File: src/hw/rtl/hrht_pkg.sv
// ----------------------------------------------------------------------------
// HTTP request head tokenizer package
// Shared result type, part and status codes, and the method and version
// spellings used by the byte classifier.
// ----------------------------------------------------------------------------
package hrht_pkg;

    // Character codes.
    localparam logic [7:0] CH_CR    = 8'd13;
    localparam logic [7:0] CH_LF    = 8'd10;
    localparam logic [7:0] CH_SP    = 8'h20;
    localparam logic [7:0] CH_COLON = 8'h3A;
    localparam logic [7:0] CH_QMARK = 8'h3F;

    // Part tags carried on each result.
    localparam logic [3:0] PART_METHOD   = 4'd0;
    localparam logic [3:0] PART_PATH     = 4'd1;
    localparam logic [3:0] PART_QUERY    = 4'd2;
    localparam logic [3:0] PART_VERSION  = 4'd3;
    localparam logic [3:0] PART_HNAME    = 4'd4;
    localparam logic [3:0] PART_HVALUE   = 4'd5;
    localparam logic [3:0] PART_SEP      = 4'd6;
    localparam logic [3:0] PART_LINE_END = 4'd7;
    localparam logic [3:0] PART_UNPARSED = 4'd8;

    // Status codes.
    localparam logic [2:0] ST_ONGOING  = 3'd0;
    localparam logic [2:0] ST_REQ_OK   = 3'd1;
    localparam logic [2:0] ST_HDR_DONE = 3'd2;
    localparam logic [2:0] ST_HEAD_END = 3'd3;
    localparam logic [2:0] ST_REJECT   = 3'd4;

    // Version codes.
    localparam logic [1:0] VER_NONE = 2'd0;
    localparam logic [1:0] VER_1_0  = 2'd1;
    localparam logic [1:0] VER_1_1  = 2'd2;

    // Method names, left justified in six byte slots, and their lengths.
    localparam int NUM_METHODS = 5;
    localparam logic [47:0] METHOD_STR [NUM_METHODS] = '{
        {"GET", 24'h0}, {"POST", 16'h0}, {"HEAD", 16'h0}, {"PUT", 24'h0}, "DELETE"
    };
    localparam logic [2:0] METHOD_LEN [NUM_METHODS] = '{3'd3, 3'd4, 3'd4, 3'd3, 3'd6};

    // Common prefix of both accepted versions and the final digit of each.
    localparam logic [55:0] VERSION_PREFIX = "HTTP/1.";
    localparam logic [3:0]  VERSION_LEN    = 4'd8;
    localparam logic [7:0]  VERSION_DIGIT [2] = '{"0", "1"};

    // Result queue depth.
    localparam int RQ_DEPTH = 4;
    localparam int RQ_AW    = $clog2(RQ_DEPTH);

    typedef enum logic [1:0] {
        PH_REQ_LINE = 2'd0,
        PH_HEADERS  = 2'd1,
        PH_COMPLETE = 2'd2,
        PH_REJECTED = 2'd3
    } t_phase;

    typedef enum logic [1:0] {
        LP_METHOD  = 2'd0,
        LP_PATH    = 2'd1,
        LP_QUERY   = 2'd2,
        LP_VERSION = 2'd3
    } t_line_part;

    typedef struct packed {
        logic [7:0] byte_out;
        logic [3:0] part;
        logic [2:0] method_code;
        logic [1:0] version_code;
        logic [2:0] status;
        logic       last;
    } t_result;

    // Results produced by one accepted transaction.
    typedef struct packed {
        logic [1:0] count;
        t_result    res0;
        t_result    res1;
    } t_step_out;

endpackage

File: src/hw/rtl/hrht_ifs.sv
// ----------------------------------------------------------------------------
// HTTP request head tokenizer channels
// Valid/ready channels for the request byte stream and the tagged byte stream.
// ----------------------------------------------------------------------------
interface hrht_in_if;
    logic       valid;
    logic       ready;
    logic       kind;
    logic [7:0] data_byte;

    modport source (output valid, output kind, output data_byte, input ready);
    modport sink   (input valid, input kind, input data_byte, output ready);
endinterface

interface hrht_out_if;
    logic       valid;
    logic       ready;
    logic [7:0] byte_out;
    logic [3:0] part;
    logic [2:0] method_code;
    logic [1:0] version_code;
    logic [2:0] status;
    logic       last;

    modport source (output valid, output byte_out, output part, output method_code,
                    output version_code, output status, output last, input ready);
    modport sink   (input valid, input byte_out, input part, input method_code,
                    input version_code, input status, input last, output ready);
endinterface

File: src/hw/rtl/hrht_core.sv
// ----------------------------------------------------------------------------
// HTTP request head tokenizer core
// Parser state register and the single-pass classification of one byte into
// zero, one or two tagged results.
// ----------------------------------------------------------------------------
module hrht_core (
    input  logic               i_clk,
    input  logic               i_rst_n,
    input  logic               i_accept,
    input  logic               i_kind,
    input  logic [7:0]         i_data_byte,
    output hrht_pkg::t_step_out o_step
);
    import hrht_pkg::*;

    typedef struct packed {
        t_phase     phase;
        t_line_part line_part;
        logic [4:0] method_cand;
        logic [2:0] method_len;
        logic [1:0] version_match;
        logic [3:0] version_len;
        logic       colon_seen;
        logic       cr_pending;
        logic [2:0] method_held;
    } t_state;

    typedef struct packed {
        t_state  st;
        t_result res;
        logic    emit;
    } t_cres;

    localparam t_state STATE_RESET = '{
        phase: PH_REQ_LINE, line_part: LP_METHOD, method_cand: 5'h1F,
        method_len: 3'd0, version_match: 2'b11, version_len: 4'd0,
        colon_seen: 1'b0, cr_pending: 1'b0, method_held: 3'd0
    };

    t_state r_state;
    t_state n_state;

    function automatic logic [7:0] method_char(input int idx, input logic [2:0] pos);
        logic [47:0] s;
        logic [7:0]  c;
        s = METHOD_STR[idx];
        case (pos)
            3'd0:    c = s[47:40];
            3'd1:    c = s[39:32];
            3'd2:    c = s[31:24];
            3'd3:    c = s[23:16];
            3'd4:    c = s[15:8];
            3'd5:    c = s[7:0];
            default: c = 8'h00;
        endcase
        return c;
    endfunction

    function automatic logic [7:0] version_char(input int idx, input logic [2:0] pos);
        logic [7:0] c;
        case (pos)
            3'd0:    c = VERSION_PREFIX[55:48];
            3'd1:    c = VERSION_PREFIX[47:40];
            3'd2:    c = VERSION_PREFIX[39:32];
            3'd3:    c = VERSION_PREFIX[31:24];
            3'd4:    c = VERSION_PREFIX[23:16];
            3'd5:    c = VERSION_PREFIX[15:8];
            3'd6:    c = VERSION_PREFIX[7:0];
            default: c = VERSION_DIGIT[idx];
        endcase
        return c;
    endfunction

    // Tag one content byte of the current line; always gives one result.
    function automatic t_cres content_f(input t_state s, input logic [7:0] b);
        t_cres      r;
        logic [4:0] live;
        logic [1:0] vlive;
        logic [2:0] code;
        r           = '0;
        r.st        = s;
        r.emit      = 1'b1;
        r.res.byte_out = b;
        r.res.status   = ST_ONGOING;
        live  = '0;
        vlive = '0;
        code  = '0;
        if (s.phase == PH_HEADERS) begin
            if (s.colon_seen) begin
                r.res.part = PART_HVALUE;
            end else if (b == CH_COLON) begin
                r.st.colon_seen = 1'b1;
                r.res.part      = PART_SEP;
            end else begin
                r.res.part = PART_HNAME;
            end
        end else begin
            case (s.line_part)
                LP_METHOD: begin
                    if (b == CH_SP) begin
                        for (int i = 0; i < NUM_METHODS; i++) begin
                            if (s.method_cand[i] && METHOD_LEN[i] == s.method_len) begin
                                code = 3'(i + 1);
                            end
                        end
                        if (code == 3'd0) begin
                            r.res.part   = PART_UNPARSED;
                            r.res.status = ST_REJECT;
                            r.st.phase   = PH_REJECTED;
                        end else begin
                            r.st.method_held = code;
                            r.st.line_part   = LP_PATH;
                            r.res.part       = PART_SEP;
                        end
                    end else begin
                        for (int i = 0; i < NUM_METHODS; i++) begin
                            if (s.method_cand[i] && s.method_len < METHOD_LEN[i]
                                && method_char(i, s.method_len) == b) begin
                                live[i] = 1'b1;
                            end
                        end
                        r.st.method_cand = live;
                        if (live == 5'd0) begin
                            r.res.part   = PART_UNPARSED;
                            r.res.status = ST_REJECT;
                            r.st.phase   = PH_REJECTED;
                        end else begin
                            r.st.method_len = s.method_len + 3'd1;
                            r.res.part      = PART_METHOD;
                        end
                    end
                end
                LP_PATH, LP_QUERY: begin
                    if (b == CH_SP) begin
                        r.st.line_part = LP_VERSION;
                        r.res.part     = PART_SEP;
                    end else if (b == CH_QMARK && s.line_part == LP_PATH) begin
                        r.st.line_part = LP_QUERY;
                        r.res.part     = PART_SEP;
                    end else begin
                        r.res.part = {2'b00, s.line_part};
                    end
                end
                default: begin
                    for (int i = 0; i < 2; i++) begin
                        if (s.version_match[i] && s.version_len < VERSION_LEN
                            && version_char(i, s.version_len[2:0]) == b) begin
                            vlive[i] = 1'b1;
                        end
                    end
                    r.st.version_match = vlive;
                    if (vlive == 2'd0) begin
                        r.res.part   = PART_UNPARSED;
                        r.res.status = ST_REJECT;
                        r.st.phase   = PH_REJECTED;
                    end else begin
                        r.st.version_len = s.version_len + 4'd1;
                        r.res.part       = PART_VERSION;
                    end
                end
            endcase
        end
        r.res.method_code = r.st.method_held;
        return r;
    endfunction

    // A fresh byte: unparsed after the head, held if CR, else content.
    function automatic t_cres take_byte_f(input t_state s, input logic [7:0] b);
        t_cres r;
        r = '0;
        r.st = s;
        if (s.phase == PH_COMPLETE || s.phase == PH_REJECTED) begin
            r.emit             = 1'b1;
            r.res.byte_out     = b;
            r.res.part         = PART_UNPARSED;
            r.res.status       = ST_ONGOING;
            r.res.method_code  = s.method_held;
        end else if (b == CH_CR) begin
            r.st.cr_pending = 1'b1;
        end else begin
            r = content_f(s, b);
        end
        return r;
    endfunction

    always_comb begin
        t_state     s;
        t_cres      c0;
        t_cres      c1;
        logic [1:0] vcode;
        s      = r_state;
        c0     = '0;
        c1     = '0;
        vcode  = VER_NONE;
        o_step = '0;
        if (i_kind) begin
            n_state = STATE_RESET;
        end else if ((s.phase == PH_REQ_LINE || s.phase == PH_HEADERS) && s.cr_pending) begin
            s.cr_pending = 1'b0;
            if (i_data_byte == CH_LF) begin
                // CR LF line end: two results, line status on the LF.
                o_step.count = 2'd2;
                o_step.res0  = '{byte_out: CH_CR, part: PART_LINE_END,
                                 method_code: s.method_held, version_code: VER_NONE,
                                 status: ST_ONGOING, last: 1'b0};
                o_step.res1  = '{byte_out: CH_LF, part: PART_LINE_END,
                                 method_code: s.method_held, version_code: VER_NONE,
                                 status: ST_ONGOING, last: 1'b1};
                if (s.phase == PH_REQ_LINE) begin
                    if (s.line_part == LP_VERSION && s.version_len == VERSION_LEN
                        && s.version_match != 2'd0) begin
                        vcode = s.version_match[1] ? VER_1_1 : VER_1_0;
                        s.phase      = PH_HEADERS;
                        s.colon_seen = 1'b0;
                        o_step.res1.status       = ST_REQ_OK;
                        o_step.res1.version_code = vcode;
                    end else begin
                        s.phase = PH_REJECTED;
                        o_step.res1.status = ST_REJECT;
                    end
                end else if (s.colon_seen) begin
                    s.colon_seen = 1'b0;
                    o_step.res1.status = ST_HDR_DONE;
                end else begin
                    s.phase = PH_COMPLETE;
                    o_step.res1.status = ST_HEAD_END;
                end
                n_state = s;
            end else begin
                // Lone CR is released as content, then the new byte follows.
                c0 = content_f(s, CH_CR);
                c1 = take_byte_f(c0.st, i_data_byte);
                n_state     = c1.st;
                o_step.res0 = c0.res;
                if (c1.emit) begin
                    o_step.count     = 2'd2;
                    o_step.res1      = c1.res;
                    o_step.res1.last = 1'b1;
                end else begin
                    o_step.count     = 2'd1;
                    o_step.res0.last = 1'b1;
                end
            end
        end else begin
            s.cr_pending = 1'b0;
            c0 = take_byte_f(s, i_data_byte);
            n_state          = c0.st;
            o_step.res0      = c0.res;
            o_step.res0.last = 1'b1;
            o_step.count     = c0.emit ? 2'd1 : 2'd0;
        end
    end

    always_ff @(posedge i_clk) begin
        if (!i_rst_n) begin
            r_state <= STATE_RESET;
        end else if (i_accept) begin
            r_state <= n_state;
        end
    end

endmodule

File: src/hw/rtl/hrht_rfifo.sv
// ----------------------------------------------------------------------------
// HTTP request head tokenizer result queue
// Small queue that takes up to two results per cycle and releases one.
// ----------------------------------------------------------------------------
module hrht_rfifo (
    input  logic              i_clk,
    input  logic              i_rst_n,
    input  logic [1:0]        i_wr_count,
    input  hrht_pkg::t_result i_wr_res0,
    input  hrht_pkg::t_result i_wr_res1,
    input  logic              i_rd,
    output logic              o_room2,
    output logic              o_valid,
    output hrht_pkg::t_result o_res
);
    import hrht_pkg::*;

    t_result          r_mem [RQ_DEPTH];
    logic [RQ_AW-1:0] r_wr_ptr;
    logic [RQ_AW-1:0] r_rd_ptr;
    logic [RQ_AW:0]   r_count;
    logic [RQ_AW-1:0] n_wr_ptr;
    logic [RQ_AW-1:0] n_rd_ptr;
    logic [RQ_AW:0]   n_count;
    logic             rd_en;

    assign o_valid = (r_count != '0);
    assign o_res   = r_mem[r_rd_ptr];
    assign o_room2 = (r_count <= (RQ_AW + 1)'(RQ_DEPTH - 2));
    assign rd_en   = i_rd && o_valid;

    always_comb begin
        n_wr_ptr = r_wr_ptr + RQ_AW'(i_wr_count);
        n_rd_ptr = r_rd_ptr + RQ_AW'(rd_en);
        n_count  = r_count + (RQ_AW + 1)'(i_wr_count) - (RQ_AW + 1)'(rd_en);
    end

    always_ff @(posedge i_clk) begin
        if (i_wr_count != 2'd0) begin
            r_mem[r_wr_ptr] <= i_wr_res0;
        end
        if (i_wr_count == 2'd2) begin
            r_mem[r_wr_ptr + RQ_AW'(1)] <= i_wr_res1;
        end
    end

    always_ff @(posedge i_clk) begin
        if (!i_rst_n) begin
            r_wr_ptr <= '0;
            r_rd_ptr <= '0;
            r_count  <= '0;
        end else begin
            r_wr_ptr <= n_wr_ptr;
            r_rd_ptr <= n_rd_ptr;
            r_count  <= n_count;
        end
    end

endmodule

File: src/hw/rtl/http_request_head_tokenizer_top.sv
// ----------------------------------------------------------------------------
// HTTP request head tokenizer
// Tags every byte of an HTTP/1.x request head with the part it belongs to.
// ----------------------------------------------------------------------------
// Request bytes enter on i_req one per transaction and leave on o_tok tagged
// as method, path, query, version, header name, header value, separator, line
// end or unparsed, together with the method code, the version code and a line
// status. A transaction with kind set restarts the parser for a new request
// and gives no output. A CR is held back until the next byte shows whether it
// starts a CR LF line end, so a byte can give zero, one or two output
// transactions; last marks the final one that a byte causes. The block takes a
// byte in every cycle while the queue has room for two results: each byte is
// classified in one pass of logic at the moment it is accepted, and its
// results land in a four-entry result queue that feeds o_tok. i_req.ready
// stays high while the queue has room for two results, so with a sink that
// never stalls the throughput is one byte per cycle. A held CR gives nothing
// in its own cycle and comes out together with the result of the byte after
// it, so line ends leave the rate unchanged. The results of a byte reach the
// head of o_tok in the cycle after the byte is accepted when nothing waits
// ahead of them; results already queued in front leave first. There are no
// configuration registers and no clearing pass after reset.
// ----------------------------------------------------------------------------
module http_request_head_tokenizer_top (
    input logic i_clk,
    input logic i_rst_n,
    hrht_in_if.sink    i_req,
    hrht_out_if.source o_tok
);
    import hrht_pkg::*;

    t_step_out step;
    t_result   head;
    logic      accept;
    logic      room2;
    logic      head_valid;

    // A byte is taken only when the queue can absorb both possible results.
    assign i_req.ready = room2;
    assign accept      = i_req.valid && room2;

    // Parser state and per-byte classification.
    hrht_core u_core (
        .i_clk       (i_clk),
        .i_rst_n     (i_rst_n),
        .i_accept    (accept),
        .i_kind      (i_req.kind),
        .i_data_byte (i_req.data_byte),
        .o_step      (step)
    );

    // Result queue between the parser and the output channel.
    hrht_rfifo u_rfifo (
        .i_clk      (i_clk),
        .i_rst_n    (i_rst_n),
        .i_wr_count (accept ? step.count : 2'd0),
        .i_wr_res0  (step.res0),
        .i_wr_res1  (step.res1),
        .i_rd       (o_tok.ready),
        .o_room2    (room2),
        .o_valid    (head_valid),
        .o_res      (head)
    );

    assign o_tok.valid        = head_valid;
    assign o_tok.byte_out     = head.byte_out;
    assign o_tok.part         = head.part;
    assign o_tok.method_code  = head.method_code;
    assign o_tok.version_code = head.version_code;
    assign o_tok.status       = head.status;
    assign o_tok.last         = head.last;

endmodule

File: src/flat_wrapper.sv
// flat-port wrapper written by rule: the top's interface ports become plain ports
module http_request_head_tokenizer_top_flat import hrht_pkg::*;
  (i_clk, i_rst_n, i_req_valid, i_req_kind, i_req_data_byte, i_req_ready, o_tok_valid, o_tok_byte_out, o_tok_part, o_tok_method_code, o_tok_version_code, o_tok_status, o_tok_last, o_tok_ready);
  hrht_in_if i_req_i ();
  hrht_out_if o_tok_i ();
  input logic i_clk;
  input logic i_rst_n;
  input wire logic [$bits(i_req_i.valid)-1:0] i_req_valid;
  input wire logic [$bits(i_req_i.kind)-1:0] i_req_kind;
  input wire logic [$bits(i_req_i.data_byte)-1:0] i_req_data_byte;
  output wire logic [$bits(i_req_i.ready)-1:0] i_req_ready;
  output wire logic [$bits(o_tok_i.valid)-1:0] o_tok_valid;
  output wire logic [$bits(o_tok_i.byte_out)-1:0] o_tok_byte_out;
  output wire logic [$bits(o_tok_i.part)-1:0] o_tok_part;
  output wire logic [$bits(o_tok_i.method_code)-1:0] o_tok_method_code;
  output wire logic [$bits(o_tok_i.version_code)-1:0] o_tok_version_code;
  output wire logic [$bits(o_tok_i.status)-1:0] o_tok_status;
  output wire logic [$bits(o_tok_i.last)-1:0] o_tok_last;
  input wire logic [$bits(o_tok_i.ready)-1:0] o_tok_ready;
  assign i_req_i.valid = i_req_valid;
  assign i_req_i.kind = i_req_kind;
  assign i_req_i.data_byte = i_req_data_byte;
  assign i_req_ready = i_req_i.ready;
  assign o_tok_valid = o_tok_i.valid;
  assign o_tok_byte_out = o_tok_i.byte_out;
  assign o_tok_part = o_tok_i.part;
  assign o_tok_method_code = o_tok_i.method_code;
  assign o_tok_version_code = o_tok_i.version_code;
  assign o_tok_status = o_tok_i.status;
  assign o_tok_last = o_tok_i.last;
  assign o_tok_i.ready = o_tok_ready;
  http_request_head_tokenizer_top u_core (.i_clk(i_clk), .i_rst_n(i_rst_n), .i_req(i_req_i), .o_tok(o_tok_i));
endmodule
File: config.mk
export PLATFORM = sky130hd
export DESIGN_NAME = http_request_head_tokenizer_top_flat
export DESIGN_NICKNAME = d
export VERILOG_FILES = /design/src/hw/rtl/hrht_pkg.sv /design/src/hw/rtl/hrht_ifs.sv /design/src/hw/rtl/hrht_core.sv /design/src/hw/rtl/hrht_rfifo.sv /design/src/hw/rtl/http_request_head_tokenizer_top.sv /design/src/flat_wrapper.sv
export SDC_FILE = /design/constraint.sdc
export NUM_CORES = 1
export LEC_CHECK = 0
export ABC_AREA = 1
export BUFFER_PORTS_ARGS = -buffer_cell sky130_fd_sc_hd__buf_2
export CAP_MARGIN = 20
export CORE_UTILIZATION = 35
export CTS_BUF_LIST = sky130_fd_sc_hd__clkbuf_4 sky130_fd_sc_hd__clkbuf_8
export CTS_CLUSTER_SIZE = 12
export DETAILED_ROUTE_END_ITERATION = 10
export GPL_ROUTABILITY_DRIVEN = 0
export GPL_TIMING_DRIVEN = 0
export SLEW_MARGIN = 10
export SYNTH_ARGS = -nofsm -noshare
export SYNTH_HDL_FRONTEND = slang
export SYNTH_HIERARCHICAL = 1
export SYNTH_SLANG_ARGS = --single-unit
File: constraint.sdc
create_clock -name i_clk -period 5.15 [get_ports i_clk]
set_input_delay 0.515 -clock i_clk [delete_from_list [all_inputs] [get_ports i_clk]]
set_output_delay 0.515 -clock i_clk [all_outputs]
set_load 0.1 [all_outputs]
==> impl_table.tex, run 1 <==
\begin{tabular}{lr}
\hline
Metric & Value \\
\hline
\multicolumn{2}{l}{\textbf{Logic synthesis}} \\
Netlist Area Pre-Place & 8053 um2 \\
Distinct cells, synth & 51 \\
Count of synthesis-stage warnings from yosys & 6 \\
Post-Syn Area per Cell & 7.533 um2 \\
Number of instances in the synthesized netlist & between 1000 and 1500 \\
Proportion of synthesized flip-flops having asynchronous set or reset & 0\% \\
Most used flip-flop cell after synthesis & edfxtp\_1 \\
Post-synth EDFFs & between 80 and 90 \\
Total of flip-flops plus latches after synthesis & about 110 \\
Fraction of the yosys area taken by sequential cells & between 30\% and 40\% \\
\multicolumn{2}{l}{\textbf{Hold path}} \\
WHS Endpoint & u\_core/u\_rfifo/r\_count[0]\$\_SDFF\_PN0\_ \\
Worst Hold Path Cells & 3 \\
Worst hold start & i\_rst\_n \\
Kind of path behind the tightest hold check & input port to register \\
\multicolumn{2}{l}{\textbf{Placed design}} \\
Detailed placement HPWL & between 15000 and 20000 um \\
IO Port Bufs & 33 \\
\multicolumn{2}{l}{\textbf{Floorplan}} \\
Area of the die & $\sim$24000 um2 \\
Initial standard-cell utilization of the core & 35.68\% \\
Height of the die & around 150 um \\
Floorplan die width & between 150 and 200 um \\
Core area & between 20000 and 25000 um2 \\
Row count & 55 \\
Top-Level Pins & 36 \\
\multicolumn{2}{l}{\textbf{Clock tree}} \\
Clock latency on the worst-skew pair & between 0.4 and 0.5 ns \\
Clock-pin slew on the worst setup and hold paths & $\sim$0.070 ns \\
Clk sink count & approximately 110 \\
Number of buffers on the longest clock path & 2 \\
Number of buffers added by the clock tree synthesis step & 17 \\
Number of buffers inserted for hold repair after clock tree synthesis & 0 \\
Post-cts resize count & 0 \\
Post-CTS Setup Bufs & 0 \\
CTS tree & yes \\
Total number of H-tree levels & 4 \\
CTS root buf & clkbuf\_8 \\
\multicolumn{2}{l}{\textbf{Cells and area}} \\
Ratio of cells with drive above 1 in the final layout & between 15 and 20\% \\
Layout Nets & 1164 \\
Area grow syn2layout & 13.13\% \\
Final-layout fill cell count & 2357 \\
Ant diodes & 0 \\
\multicolumn{2}{l}{\textbf{Status}} \\
Run status & complete, but fails checks \\
Failing checks & design-rule violations \\
\multicolumn{2}{l}{\textbf{Pwr}} \\
Net load switching power & $\sim$1.7 mW \\
Max IR drop VDD & around 0.19 mV \\
Leakage dissipation & 3.695 nW \\
Total chip power & between 3 and 4 mW \\
Internal Power & approximately 1.9 mW \\
Fraction of power spent switching nets & between 40\% and 50\% \\
Combinational fraction of design power & between 40 and 50\% \\
Fraction of power consumed by the clock network & between 20\% and 30\% \\
Share of power burned in registers & 31.3\% \\
Power density over the cells & around 390 nW/um2 \\
\multicolumn{2}{l}{\textbf{Setup path}} \\
Start-to-end type of the worst setup path & register to register \\
Arrival time at the worst endpoint & 4.48 ns \\
Worst reg2reg endpoint & u\_core/u\_rfifo/r\_mem[3][10]\$\_DFFE\_PP\_ \\
Source of the worst register-to-register timing path & u\_core/u\_core/r\_state[19]\$\_SDFFE\_PN0P\_ \\
Worst setup SP type & register \\
Worst Setup End Kind & register \\
Length in cells of the worst reg-to-reg path & 14 \\
Register-to-Register Setup Slack & between 0.8 and 0.9 ns \\
Worst-path maximum fanout & 11 \\
Required time at the endpoint of the critical path & between 5 and 6 ns \\
\multicolumn{2}{l}{\textbf{Global routing}} \\
Antenna violations before repair & 0 \\
Met1 demand-to-capacity share in global routing & approximately 28\% \\
First-pass GRT wire length & a little under 40000 um \\
Pin count of the biggest net entering global routing & 17 \\
Met3 Resource Use GR & around 4\% \\
Via count of the first global-routing pass & approximately 7100 \\
Global Route Usage Sum & approximately 22\% \\
Global routing's busiest layer & met2 \\
Met2 global-route usage & a little over a third \\
Total overflow reported by the global router & 0 \\
\multicolumn{2}{l}{\textbf{STA}} \\
Hold Vio Cnt, Final & 0 \\
Worst Hold Margin & around 0.44 ns \\
Max-slew violation count & 0 \\
Normalized max-slew margin & a little under half \\
Sum Neg Setup Slack & 0 ns \\
Final period utilization & a little over four fifths \\
Setup repair after global routing missed its margin & no \\
Number of setup violations in the final report & 0 \\
Least-Margin Pin Slew & slightly above 0.8 ns \\
Worst clock skew on the final layout & $\sim$0.018 ns \\
Achievable Freq & 230.9 MHz \\
Post-layout min period & about 4.3 ns \\
\multicolumn{2}{l}{\textbf{Detailed routing}} \\
Number of violations reported at the end of detailed-routing iteration 0 & 975 \\
First-pass DRT Iterations & 9 \\
Vias after detailed routing & about 7700 \\
Final wirelength & around 25000 um \\
Average wire per cell in the routed design & 17.63 um \\
Via density per instance & approximately 5.4 \\
Number of antenna-violating nets in the routed design & 0 \\
\# DRC & 2 \\
\multicolumn{2}{l}{\textbf{Run}} \\
Count of maximum capacitance violations & 0 \\
\hline
\end{tabular}
critical path: stages (launching register included):
cell     delay, ns
dfxtp_1       0.35
ha_1          0.31
inv_1         0.26
nor2_2        0.12
nor2_2        0.15
o21ai_1       0.18
nor2_1        0.21
nor2_1        0.06
nor2_1        0.36
o21a_1        0.19
inv_1         0.04
nor2_1        0.49
nor2_1        0.35
o31ai_4       0.73
buf_8         0.24
sequential cells by signal, indices dropped and copies added, names as in the netlist:
signal	flops
u_core/u_rfifo/r_mem	84
u_core/u_rfifo/r_wr_ptr	2
u_core/u_core/r_state	23
u_core/u_rfifo/r_rd_ptr	2
u_core/u_rfifo/r_count	3
synthesized netlist by cell type, types with 5 or more instances:
master      n  area share, %
nand2_1   236             11
nor2_1    129            6.0
inv_1     104            4.8
edfxtp_1   84             31
o21ai_0    72            4.5
nand3_1    55            3.4
o21ai_1    52            3.2
a21oi_1    48            3.0
o21ai_2    43            4.7
dfxtp_1    30            7.5
o22ai_1    27            2.1
ha_1       22            3.4
clkbuf_1   19           0.89
buf_6      17            2.4
nor3_1     14           0.87
inv_2      13           0.61
o211ai_1   11            1.0
buf_2      10           0.62
nand4_1     9           0.70
xor2_1      6           0.65
a211oi_1    5           0.47
buf_4       5           0.47
nor2_2      5           0.39
o31ai_1     5           0.47
per-layer routing:
metal  vias up  part of all wire [%]
met3        51                   7.2
met5         -                     0
li1       3744                     -
met4         0                   2.8
met1      3520                    43
met2       374                    47
per-stage QoR:
step	setup slack [ns]	instances	utilization (%)	instance area (um2)
final	0.8189	1426	40.36	9110
after floorplan	0.3763	1072	-	8064
after global routing	0.4647	1426	40.36	9110
after detailed placement	0.7638	1394	38.60	8713
after CTS	0.7546	1426	40.36	9110
after global placement	-1.301	1390	38.04	8586
worst max-delay path by stage:
| stage | startpoint | to | cells after the start |
|---|---|---|---|
| after floorplan | u_core/u_rfifo/r_count[2]$_SDFF_PN0_ | u_core/u_rfifo/r_mem[0][0]$_DFFE_PP_ | 5 |
| after global placement | u_core/u_core/r_state[19]$_SDFFE_PN0P_ | u_core/u_rfifo/r_mem[0][12]$_DFFE_PP_ | 13 |
| after detailed placement | u_core/u_core/r_state[19]$_SDFFE_PN0P_ | u_core/u_rfifo/r_mem[3][8]$_DFFE_PP_ | 15 |
| after CTS | u_core/u_core/r_state[19]$_SDFFE_PN0P_ | u_core/u_rfifo/r_mem[3][10]$_DFFE_PP_ | 14 |
| after global routing | u_core/u_core/r_state[19]$_SDFFE_PN0P_ | u_core/u_rfifo/r_mem[3][13]$_DFFE_PP_ | 15 |
| final | u_core/u_core/r_state[19]$_SDFFE_PN0P_ | u_core/u_rfifo/r_mem[3][10]$_DFFE_PP_ | 14 |
cell type report:
type / count / area (um2) / area share, %
Buffer: 52 / 355.3 / 3.901
Clock buffer: 18 / 247.7 / 2.719
Clock inverter: 14 / 148.9 / 1.634
Inverter: 119 / 451.7 / 4.958
Multi-Input combinational cell: 787 / 4189 / 45.98
Sequential cell: 114 / 3123 / 34.28
Tap cell: 285 / 356.6 / 3.914
Timing Repair Buffer: 37 / 237.7 / 2.610
power by group through the flow:
stage                     Combinational, mW  Clock (mW)  Sequential (mW)
after global routing                   1.71       0.933             1.13
after detailed placement               1.59           0             1.14
after global placement                 1.56           0             1.15
after CTS                              1.59       0.882             1.12
after floorplan                        1.25           0             1.13
final                                  1.60       0.867             1.13
placed cells by master (no fill, tap or decap), types with 5 or more instances in the layout:
cell type    n
o211ai_1    11
a21oi_1     48
nor2_1     129
dfxtp_1     30
buf_6       17
nand3_1     55
o21ai_1     52
xor2_1       6
nor2_2       5
inv_1      104
buf_2       43
o21ai_0     72
nand2_1    236
edfxtp_1    84
nand4_1      9
inv_2       13
clkbuf_1    19
clkbuf_8    18
o22ai_1     27
buf_4        5
inv_6        5
nor3_1      14
ha_1        22
o21ai_2     43
a211oi_1     5
kinds of logic (layout without fill, tap and decap cells):
family,after synthesis,in the layout,synth area share (%)
AO/OA/AOI/OAI,281,281,21.29
XOR/XNOR,8,8,0.8701
adder cells (fa/ha/maj),23,23,3.667
buffers and inverters,171,240,10.02
flip-flops,114,114,38.78
other,1,4,0.04657
AND/OR/NAND/NOR,471,471,25.33
Power figures use the tool's default switching activity.
==> inputs of run 2 (changes only) <==
ABC_AREA = 0   (was 1)
clock period = 3.61 ns   (was 5.15 ns; I/O delays follow)
==> run 2 against run 1 <==
The flow now finishes without violations. Setup slack worse by 0.54 ns. Via count is 24% lower. Hold slack worse by 0.14 ns. Total power is 26% higher. Sequential power is 39% higher. Final cell count is 26% lower. Die area is 3.5% lower. Critical path type unchanged. Largest cell class unchanged.
==> impl_table.tex, run 2 <==
\begin{tabular}{lr}
\hline
Metric & Value \\
\hline
\multicolumn{2}{l}{\textbf{Detailed routing}} \\
Final wirelength & roughly 21000 um \\
Number of violations reported at the end of detailed-routing iteration 0 & between 400 and 500 \\
Average wire per cell in the routed design & about 20 um \\
First-pass DRT Iterations & 5 \\
\# DRC & 0 \\
Number of antenna-violating nets in the routed design & 0 \\
Vias after detailed routing & 5880 \\
Via density per instance & 5.558 \\
\multicolumn{2}{l}{\textbf{Cells and area}} \\
Largest registers in the final layout & u\_core/u\_rfifo/r\_mem (84), u\_core/u\_core/r\_state (23), u\_core/u\_rfifo/r\_count (3) \\
Register cell area after layout & between 3000 and 4000 um2 \\
Area grow syn2layout & 14.45\% \\
Final standard cell area without fillers & 8890 um2 \\
Ant diodes & 0 \\
Ratio of cells with drive above 1 in the final layout & 30.59\% \\
Commonest cells after routing, fill and taps aside & 84 x edfxtp\_1, 49 x nor2\_1, 44 x mux2\_2 \\
Multi-input logic area & approximately 4400 um2 \\
Layout Nets & between 700 and 800 \\
Largest register by flop count & u\_core/u\_rfifo/r\_mem \\
Most frequent standard cell in the layout excluding fill and tap cells & edfxtp\_1 \\
Max reg flops & between 80 and 90 \\
Final-layout fill cell count & $\sim$2100 \\
\multicolumn{2}{l}{\textbf{Logic synthesis}} \\
Most used standard cells in the synthesized netlist & 84 x edfxtp\_1, 52 x nor2\_1, 44 x mux2\_2, 42 x nand2\_1, 39 x mux2\_4 \\
Post-Syn Area per Cell & approximately 11 um2 \\
Proportion of synthesized flip-flops having asynchronous set or reset & 0\% \\
Distinct cells, synth & 81 \\
Number of instances in the synthesized netlist & approximately 710 \\
Total of flip-flops plus latches after synthesis & between 100 and 150 \\
Synth area leader & edfxtp\_1 \\
Most used flip-flop cell after synthesis & edfxtp\_1 \\
Post-synth EDFFs & 84 \\
Biggest area contributors in the synthesized netlist & edfxtp\_1 32\%, dfxtp\_1 7.7\%, mux2\_4 7.5\%, mux2\_2 6.4\%, mux4\_2 6.1\% \\
Count of synthesis-stage warnings from yosys & 6 \\
Netlist Area Pre-Place & just under 8000 um2 \\
Cell with the most instances after synthesis & edfxtp\_1 \\
Fraction of the yosys area taken by sequential cells & around 40\% \\
Top cell type's share of synthesized area & about a third \\
\multicolumn{2}{l}{\textbf{STA}} \\
Number of setup violations in the final report & 0 \\
Max-slew violation count & 0 \\
Worst Hold Margin & a little over 0.3 ns \\
Sum Neg Setup Slack & 0 ns \\
Achievable Freq & between 200 and 300 MHz \\
Post-layout min period & 3.335 ns \\
Setup repair after global routing missed its margin & no \\
Hold Vio Cnt, Final & 0 \\
Final period utilization & 92.39\% \\
Normalized max-slew margin & a little over a third \\
Worst clock skew on the final layout & about 0.018 ns \\
Least-Margin Pin Slew & approximately 0.97 ns \\
\multicolumn{2}{l}{\textbf{Clock tree}} \\
Clk sink count & between 100 and 150 \\
Clock-pin slew on the worst setup and hold paths & about 0.08 ns \\
Number of buffers on the longest clock path & 2 \\
CTS tree & yes \\
CTS root buf & clkbuf\_8 \\
Clock latency on the worst-skew pair & $\sim$0.43 ns \\
Number of buffers inserted for hold repair after clock tree synthesis & 0 \\
Total number of H-tree levels & 4 \\
Number of buffers added by the clock tree synthesis step & 17 \\
\multicolumn{2}{l}{\textbf{Setup path}} \\
Worst setup SP type & register \\
Family of cells with the greatest summed delay on the critical path & adder cells \\
Arrival time at the worst endpoint & approximately 3.7 ns \\
Worst-path maximum fanout & 10 \\
Cell seen most often among critical-path stages & inv\_1 \\
Critical path's largest stage delay & roughly 0.44 ns \\
Start-to-end type of the worst setup path & register to register \\
Worst Setup End Kind & register \\
Required time at the endpoint of the critical path & roughly 4 ns \\
Standard cell with the maximum stage delay on the critical path & dfxtp\_1 \\
Critical path buffer and inverter count & 5 \\
Crit-path cells & inv\_1 -> ha\_2 -> o31ai\_1 -> o21ai\_2 -> nor2\_4 -> nor2\_4 -> buf\_4 -> and3\_1 -> buf\_2 -> inv\_1 -> ha\_1 -> inv\_1 -> fa\_1 -> xnor3\_1 -> nor2b\_1 \\
\multicolumn{2}{l}{\textbf{Floorplan}} \\
Core area & 21820 um2 \\
Height of the die & between 150 and 200 um \\
Area of the die & around 23000 um2 \\
Row count & 54 \\
Top-Level Pins & 36 \\
Floorplan die width & between 150 and 200 um \\
Initial standard-cell utilization of the core & 35.59\% \\
\multicolumn{2}{l}{\textbf{Status}} \\
Run status & finished clean \\
\multicolumn{2}{l}{\textbf{Placed design}} \\
Detailed placement HPWL & about 15000 um \\
Placed Area & $\sim$8300 um2 \\
IO Port Bufs & 30 \\
\multicolumn{2}{l}{\textbf{Global routing}} \\
Global Route Usage Sum & 19.31\% \\
Pin count of the biggest net entering global routing & 22 \\
Antenna violations before repair & 0 \\
Via count of the first global-routing pass & between 5000 and 6000 \\
First-pass GRT wire length & between 30000 and 40000 um \\
Total overflow reported by the global router & 0 \\
\multicolumn{2}{l}{\textbf{Pwr}} \\
Total chip power & about 4.5 mW \\
Power density over the cells & about 510 nW/um2 \\
Max IR drop VDD & $\sim$0.21 mV \\
Leakage dissipation & approximately 3.2 nW \\
\multicolumn{2}{l}{\textbf{Hold path}} \\
Kind of path behind the tightest hold check & input port to register \\
\multicolumn{2}{l}{\textbf{Run}} \\
Count of maximum capacitance violations & 0 \\
\hline
\end{tabular}
-- run 2: changes by cell type after synthesis, moves of 21 or more --
cell / before / now
nand2_1: 236 / 42
nor2_1: 129 / 52
o21ai_2: 43 / 2
o21ai_1: 52 / 5
mux2_4: 0 / 39
nand3_1: 55 / 12
mux2_2: 0 / 44
o22ai_1: 27 / 5
o21ai_0: 72 / 35
inv_1: 104 / 25
mux4_2: 0 / 21
-- run 2: stage by stage --
stage	util [%]	worst slack (ns)	std cells
2_1_floorplan	-	0.1440	709
3_3_place_gp	38.04	-0.9229	1019
3_5_place_dp	38.25	-0.9135	1022
4_1_cts	40.57	0.04649	1059
5_1_grt	40.74	0.003562	1058
6_report	40.74	0.2746	1058
-- run 2: cell families (layout without fill, tap and decap cells) --
| family | after synthesis | in the layout | synth area share (%) |
|---|---|---|---|
| flip-flops | 114 | 114 | 40.21 |
| adder cells (fa/ha/maj) | 20 | 20 | 3.318 |
| buffers and inverters | 80 | 149 | 5.171 |
| XOR/XNOR | 16 | 16 | 2.158 |
| AO/OA/AOI/OAI | 144 | 144 | 12.34 |
| other | 1 | 4 | 0.04828 |
| multiplexers | 114 | 114 | 21.31 |
| AND/OR/NAND/NOR | 217 | 217 | 15.45 |
-- run 2: path summary, 6_finish.rpt --
check / startpoint / cells after the start / to / slack (ns)
max reg2reg: u_core/u_core/r_state[20]$_SDFFE_PN0P_ / 15 / u_core/u_rfifo/r_count[2]$_SDFF_PN0_ / 0.27
min reg2reg: u_core/u_core/r_state[8]$_SDFFE_PN0P_ / 2 / u_core/u_core/r_state[8]$_SDFFE_PN0P_ / 0.51
max: u_core/u_core/r_state[20]$_SDFFE_PN0P_ / 15 / u_core/u_rfifo/r_count[2]$_SDFF_PN0_ / 0.27
min: o_tok_ready / 3 / u_core/u_rfifo/r_rd_ptr[0]$_SDFF_PN0_ / 0.30
-- run 2: worst min-delay path: stages --
cell and delay [ns]:
buf_2 0.11, o31ai_1 0.12, mux2i_1 0.09
-- run 2: per-layer routing --
metal	part of all wire [%]	vias to the layer above	global-route usage [%]
met5	0	-	0
met4	1.0	0	5.850
met3	7.0	20	3.614
met2	47	241	31.51
met1	45	2844	25.85
li1	-	2775	-
-- run 2: report_power, final --
group          switching, mW  leakage, nW  total [mW]  internal (mW)
sequential            0.0726         1.02        1.57           1.50
combinational           1.23         2.01        1.73          0.506
clock                  0.593        0.194        1.21          0.619
-- run 2: what timing repair did --
action / CTS / global route
setup buffers: 6 / 0
endpoints found under the hold margin: 0 / 0
cloned: 0 / 0
setup endpoints to repair: 168 / 158
gates resized for setup: 10 / 10
pin swaps: 3 / 1
-- run 2: area by class of cell --
| type | instances | share of cell area (%) |
|---|---|---|
| Multi-Input combinational cell | 515 | 48.94 |
| Buffer | 51 | 3.293 |
| Timing Repair Buffer | 39 | 3.125 |
| Clock inverter | 15 | 1.787 |
| Tap cell | 280 | 3.941 |
| Inverter | 27 | 1.140 |
| Clock buffer | 17 | 2.632 |
| Sequential cell | 114 | 35.14 |
